==> config.mk <==
export PLATFORM = sky130hd
export DESIGN_NAME = rsas_ctrl
export DESIGN_NICKNAME = d
export VERILOG_FILES = /design/src/sv/rsas_pkg.sv /design/src/sv/rsas_ctrl.sv
export SDC_FILE = /design/constraint.sdc
export NUM_CORES = 1
export LEC_CHECK = 0
export ABC_AREA = 1
export CAP_MARGIN = 20
export CORE_AREA = 2 2 39 41
export DETAILED_ROUTE_END_ITERATION = 10
export DIE_AREA = 0 0 41 43
export DONT_BUFFER_PORTS = 1
export HOLD_SLACK_MARGIN = 0.15
export SYNTH_ARGS = -nofsm -noshare
export SYNTH_HDL_FRONTEND = slang
export SYNTH_SLANG_ARGS = --single-unit
==> constraint.sdc <==
create_clock -name clk -period 1.2 [get_ports clk]
set_clock_uncertainty 0.05 [all_clocks]
set_input_delay 0.24 -clock clk [delete_from_list [all_inputs] [get_ports clk]]
set_output_delay 0.24 -clock clk [all_outputs]
set_load 0.02 [all_outputs]
==> src/sv/rsas_pkg.sv <==
// Package: shared types, constants and command codes of the rotated sorted array search core.
package rsas_pkg;

  localparam int DATA_W        = 32;
  localparam int IDX_W         = 10;
  localparam int DEPTH_DEFAULT = 1024;

  typedef struct packed {
    logic                     mode;
    logic                     first_element;
    logic signed [DATA_W-1:0] element_value;
    logic signed [DATA_W-1:0] search_key;
  } item_t;

  typedef struct packed {
    logic             found;
    logic [IDX_W-1:0] match_index;
    logic [IDX_W-1:0] pivot_index;
  } result_t;

  localparam logic MODE_LOAD   = 1'b0;
  localparam logic MODE_SEARCH = 1'b1;

  typedef enum logic [3:0] {
    S_IDLE,
    S_RD_FIRST,
    S_CAP_FIRST,
    S_CAP_LAST,
    S_PIV_CHECK,
    S_PIV_STEP,
    S_SET_RANGE,
    S_BS_CHECK,
    S_BS_STEP,
    S_EMIT
  } state_t;

  typedef enum logic [3:0] {
    OP_NONE,
    OP_LOAD,
    OP_INIT,
    OP_CAP_FIRST,
    OP_CAP_LAST,
    OP_PIV_STEP,
    OP_SET_RANGE,
    OP_BS_STEP,
    OP_EMIT
  } op_t;

  typedef enum logic [1:0] {
    ADDR_ZERO,
    ADDR_LAST,
    ADDR_MID,
    ADDR_LO
  } addr_sel_t;

  typedef struct packed {
    op_t       op;
    logic      rd_en;
    addr_sel_t rd_sel;
  } cmd_t;

  typedef struct packed {
    logic empty;
    logic lo_lt_hi;
    logic lo_le_hi;
    logic hit;
  } status_t;

endpackage

==> src/sv/rsas_ctrl.sv <==
// Controller: sequences loads, the pivot search and the key search over the datapath.
module rsas_ctrl (
  input  logic              clk,
  input  logic              rst,
  input  logic              start,
  input  logic              mode,
  input  rsas_pkg::status_t status,
  output logic              busy,
  output rsas_pkg::cmd_t    cmd
);

  rsas_pkg::state_t state, state_next;
  logic             accept;

  assign accept = start && (state == rsas_pkg::S_IDLE);

  always_ff @(posedge clk) begin
    if (rst) begin
      state <= rsas_pkg::S_IDLE;
    end else begin
      state <= state_next;
    end
  end

  always_comb begin
    state_next = state;
    unique case (state)
      rsas_pkg::S_IDLE: begin
        if (accept && mode == rsas_pkg::MODE_SEARCH) begin
          state_next = status.empty ? rsas_pkg::S_EMIT : rsas_pkg::S_RD_FIRST;
        end
      end
      rsas_pkg::S_RD_FIRST:  state_next = rsas_pkg::S_CAP_FIRST;
      rsas_pkg::S_CAP_FIRST: state_next = rsas_pkg::S_CAP_LAST;
      rsas_pkg::S_CAP_LAST:  state_next = rsas_pkg::S_PIV_CHECK;
      rsas_pkg::S_PIV_CHECK: begin
        state_next = status.lo_lt_hi ? rsas_pkg::S_PIV_STEP : rsas_pkg::S_SET_RANGE;
      end
      rsas_pkg::S_PIV_STEP:  state_next = rsas_pkg::S_PIV_CHECK;
      rsas_pkg::S_SET_RANGE: state_next = rsas_pkg::S_BS_CHECK;
      rsas_pkg::S_BS_CHECK: begin
        state_next = status.lo_le_hi ? rsas_pkg::S_BS_STEP : rsas_pkg::S_EMIT;
      end
      rsas_pkg::S_BS_STEP: begin
        state_next = status.hit ? rsas_pkg::S_EMIT : rsas_pkg::S_BS_CHECK;
      end
      rsas_pkg::S_EMIT:      state_next = rsas_pkg::S_IDLE;
      default:               state_next = rsas_pkg::S_IDLE;
    endcase
  end

  always_comb begin
    cmd.op     = rsas_pkg::OP_NONE;
    cmd.rd_en  = 1'b0;
    cmd.rd_sel = rsas_pkg::ADDR_ZERO;
    busy       = (state != rsas_pkg::S_IDLE);
    unique case (state)
      rsas_pkg::S_IDLE: begin
        if (accept) begin
          cmd.op = (mode == rsas_pkg::MODE_SEARCH) ? rsas_pkg::OP_INIT : rsas_pkg::OP_LOAD;
        end
      end
      rsas_pkg::S_RD_FIRST: begin
        cmd.rd_en  = 1'b1;
        cmd.rd_sel = rsas_pkg::ADDR_ZERO;
      end
      rsas_pkg::S_CAP_FIRST: begin
        cmd.op     = rsas_pkg::OP_CAP_FIRST;
        cmd.rd_en  = 1'b1;
        cmd.rd_sel = rsas_pkg::ADDR_LAST;
      end
      rsas_pkg::S_CAP_LAST: cmd.op = rsas_pkg::OP_CAP_LAST;
      rsas_pkg::S_PIV_CHECK: begin
        // probe mid while the range is open, else fetch the pivot element
        cmd.rd_en  = 1'b1;
        cmd.rd_sel = status.lo_lt_hi ? rsas_pkg::ADDR_MID : rsas_pkg::ADDR_LO;
      end
      rsas_pkg::S_PIV_STEP:  cmd.op = rsas_pkg::OP_PIV_STEP;
      rsas_pkg::S_SET_RANGE: cmd.op = rsas_pkg::OP_SET_RANGE;
      rsas_pkg::S_BS_CHECK: begin
        cmd.rd_en  = status.lo_le_hi;
        cmd.rd_sel = rsas_pkg::ADDR_MID;
      end
      rsas_pkg::S_BS_STEP:   cmd.op = rsas_pkg::OP_BS_STEP;
      rsas_pkg::S_EMIT:      cmd.op = rsas_pkg::OP_EMIT;
      default:               cmd.op = rsas_pkg::OP_NONE;
    endcase
  end

endmodule

* Yosys cells after proc, flatten, opt, wreduce, memory -nomap -nowiden
Index checks and enable logic that the tools add are counted.
** Storage, ports and cells
- Output and inout bits :: 8
- Bits in registers :: 4
** Cells by class
- Reductions and logical operators :: 5
- Equality and inequality tests :: 10
- Mux-type cells :: 11
** Operators with widths (count)
- case mux 4 bit (8 select lines) :: 1
- case mux 4 bit (7 select lines) :: 1
- == test 4 x 3 -> 1 bit, second input constant :: 4
- 2-to-1 mux 4 bit :: 3
- case mux 3 bit (4 select lines) :: 1
- == test 4 x 2 -> 1 bit, second input constant :: 2
- == test 4 bit, second input constant :: 2
- 2-to-1 mux 2 bit :: 3
- == test 4 x 1 -> 1 bit, second input constant :: 1
- zero test 4 bit :: 1
- nonzero test 4 bit :: 1
- logical AND 1 bit :: 2
- 2-to-1 mux 1 bit :: 2
- != test 2 x 1 -> 1 bit, second input constant :: 1
- OR reduction 2 bit :: 1

* Logic depth before layout (Yosys ltp)
- Depth in word-level cells :: 5
- Mapped depth :: 8

* Worst setup path before layout
OpenSTA, ideal clock, no wires.
- Path type :: reg-to-output
- Start point :: reg state[3]
- End point :: out cmd[6] (netlist name)
- Setup slack :: -0.285 ns
- Path buffers :: 0
- Cell stages (with the launch flop) :: 3
- Required time :: 0.910 ns
- Data arrival time :: 1.195 ns
- Path through :: dfxtp_1 > inv_2 > nor4_1
** RTL lines
- start, declared :: line rsas_ctrl.sv:12 : rsas_pkg::state_t state, state_next;
- start signal, assigned :: line rsas_ctrl.sv:19 : state <= rsas_pkg::S_IDLE;
- start signal, assigned :: line rsas_ctrl.sv:21 : state <= state_next;
- end, declared :: line rsas_ctrl.sv:9 : output rsas_pkg::cmd_t cmd

==> results.py <==
metrics = {
    "die": {
        "ios": 16,
        "die_h_microns": 43,
        "die_area_sq_um": 1760,
        "rows": 14,
        "die_w_microns": 41,
        "core_sq_um": 1380,
        "initial_utilization_pct": 29.6,
    },
    "clock_network": {
        "cts_tree": "done",
        "clkTransAtPathRegs_ps": 40,
        "root_buffer": "clkbuf_4",
        "numCtsBuffers": 3,
        "clkLatencyLatePin_ps": 230,
        "cts_sinks": 4,
        "cts_max_level": 1,
        "cts_max_path_buffers": 2,
    },
    "global_routing": {
        "grt_util_all_layers_pct": 19.1,
        "antenna_found_initial": 0,
        "overflow": 0,
        "grt_pass1_vias": 542,
        "grt_pass1_wl_microns": 2270,
        "met2_usage_pct": 32.5,
        "met1_usage_pct": 19.8,
        "top_usage_layer": "met2",
        "grt_util_met3_pct": 2.09,
        "grt_max_degree": 8,
    },
    "layout": {
        "stdcell_area_sq_um": 797,
        "syn2layout_area_growth_pct": 94.8,
        "n_antenna_cell": 0,
        "multi_input_comb_area_sq_um": 394,
        "ff_latch_area_sq_um": 92.6,
        "reg.largest.list": "state (4)",
        "layout-drive-gt1-share_pct": 65.6,
        "instances_no_fill": 112,
        "fin_nets": 106,
        "layout_commonest_cell": "buf_4",
        "top_register": "state",
        "final_cell_mix": "17 x buf_4, 8 x nand2_1, 7 x buf_6",
        "utilization_pct": 57.6,
        "fillCellCount": 132,
        "largest_reg_flops": 4,
    },
    "critical_path": {
        "crit_arrival_ps": 1190,
        "crit_fanout": 7,
        "cp-start-kind": "register",
        "timing.rr.start": "state[2]",
        "endpoint": "cmd[5]",
        "end_kind": "primary output",
        "rr_worst_depth": 8,
        "reg2reg_to": "state[2]",
        "worstSetupStartpoint": "state[2]",
        "regToRegSetupSlack_ps": -90,
        "path_class": "reg2out",
        "cp.required_ps": 910,
    },
    "placement": {
        "gp_congestion": 0.848,
        "dpl_cell_area_sq_um": 538,
        "hpwl_microns": 924,
        "io_buffers": 0,
        "dp.cells": 97,
    },
    "timing": {
        "fmax_mhz": 674,
        "worst_pin_slew_ps": 276,
        "fin_ws_ps": -283,
        "final_hold_viol_count": 0,
        "rsz0062_at_grt": "true",
        "maxSlewViolCount": 0,
        "setup_viol": 12,
        "period_needed_ps": 1480,
        "fin_crit_sh_pct": 124,
        "slew_headroom_pct": 81.5,
    },
    "min_path": {
        "hold_class": "in2reg",
        "hold_depth": 4,
    },
    "power_and_ir_drop": {
        "p_leak_uw": 0.000394,
        "powerDensity_nw_per_um2": 2760,
        "ir_drop_v": 0.00137,
    },
    "status": {
        "status": "finished, violations left",
        "violations": "setup timing",
    },
    "yosys": {
        "yosysSeqAreaShare_pct": 19.6,
        "avgSynthCellArea_sq_um": 5.93,
        "ys_types": 19,
        "yosysWarnings": 0,
        "syn_nets": 77,
        "syn-cell-area_sq_um": 409,
        "synth-seq-cells": 4,
        "postSynthCellCount": 69,
    },
    "detailed_routing": {
        "ant_nets": 0,
        "drt-vias-per-instance": 4.89,
        "drc": 0,
        "drt-total-wl_microns": 1440,
        "drtIter0Drc": 2,
        "vias": 548,
        "first_pass_iters": 4,
        "drt-wirelength-per-cell_microns": 12.9,
    },
    "flow_run": {
        "drv_cap": 0,
    },
}
==> routing by layer <==
| metal | vias to the layer above | wire length [microns] |
|---|---|---|
| met5 | - | 0 |
| met4 | 0 | 25 |
| met3 | 4 | 54 |
| met2 | 12 | 788 |
| met1 | 253 | 575 |
| li1 | 279 | - |
==> cell type report <==
class,count,area share (%)
repair buffers,25,27.2
multi-input cells,52,49.5
inverters,12,6.44
well taps,16,2.51
flip-flops and latches,4,11.6
clock buffers,3,2.83
==> power breakdown <==
| group | total, uW | switching [uW] | internal [uW] | leakage, uW |
|---|---|---|---|---|
| clock network | 159 | 47.7 | 111 | 0.0000138 |
| registers | 322 | 117 | 205 | 0.0000353 |
| logic | 1720 | 958 | 762 | 0.000345 |
| total | 2200 | 1120 | 1080 | 0.000394 |
==> worst max-delay path: stages, from the launching register on <==
cell and delay [ps]:
dfxtp_4 370, inv_4 50, nor2_4 190, nand3_2 130, nand4_1 90, buf_4 140
==> through the flow <==
step	setup slack [ps]	TNS [ps]	hold WS, ps	power [uW]
final	-283	-2160	192	2200
after global routing	-349	-2930	227	2350
after CTS	-272	-2540	181	2060
after detailed placement	-164	-1100	266	1480
after global placement	-144	-941	264	1470
after floorplan	-38.3	-95.3	262	1130
==> synthesized netlist by cell type <==
library cell,n,area (sq um)
nand3b_1,1,7.51
buf_6,1,11.3
nor2_1,8,30.0
dfxtp_1,4,80.1
a21oi_1,1,5.00
nor2_2,2,12.5
nand3_1,13,65.1
clkinv_1,2,7.51
nand2_2,1,6.26
inv_2,4,15.0
nand4_1,4,25.0
nand2_1,16,60.1
nor2_8,1,20.0
nand3_2,1,10.0
o21ai_1,1,5.00
nor2_4,1,11.3
inv_1,6,22.5
nor4_1,1,6.26
o21ai_2,1,8.76
==> kinds of logic (layout without fill, tap and decap cells) <==
family	Yosys count	after routing	synth area share, %
compound gates	3	3	4.59
buf+inv	13	40	13.8
simple gates	49	49	62.1
flops	4	4	19.6
==> worst min path at each step <==
stage / from / endpoint
after CTS: start / state[0]
after global routing: start / state[3]
final: start / state[0]
after floorplan: rst / state[1]
after detailed placement: rst / state[2]
after global placement: rst / state[1]
==> repair_timing <==
action / in CTS / in global routing
resized for setup: 25 / 15
pin swaps: 8 / 14
setup buffers: 11 / 2
hold buffers: 1 / 0
cloned: 0 / 0
endpoints found under the hold margin: 3 / 0
setup endpoints to repair: 12 / 12
Power figures use the tool's default switching activity.
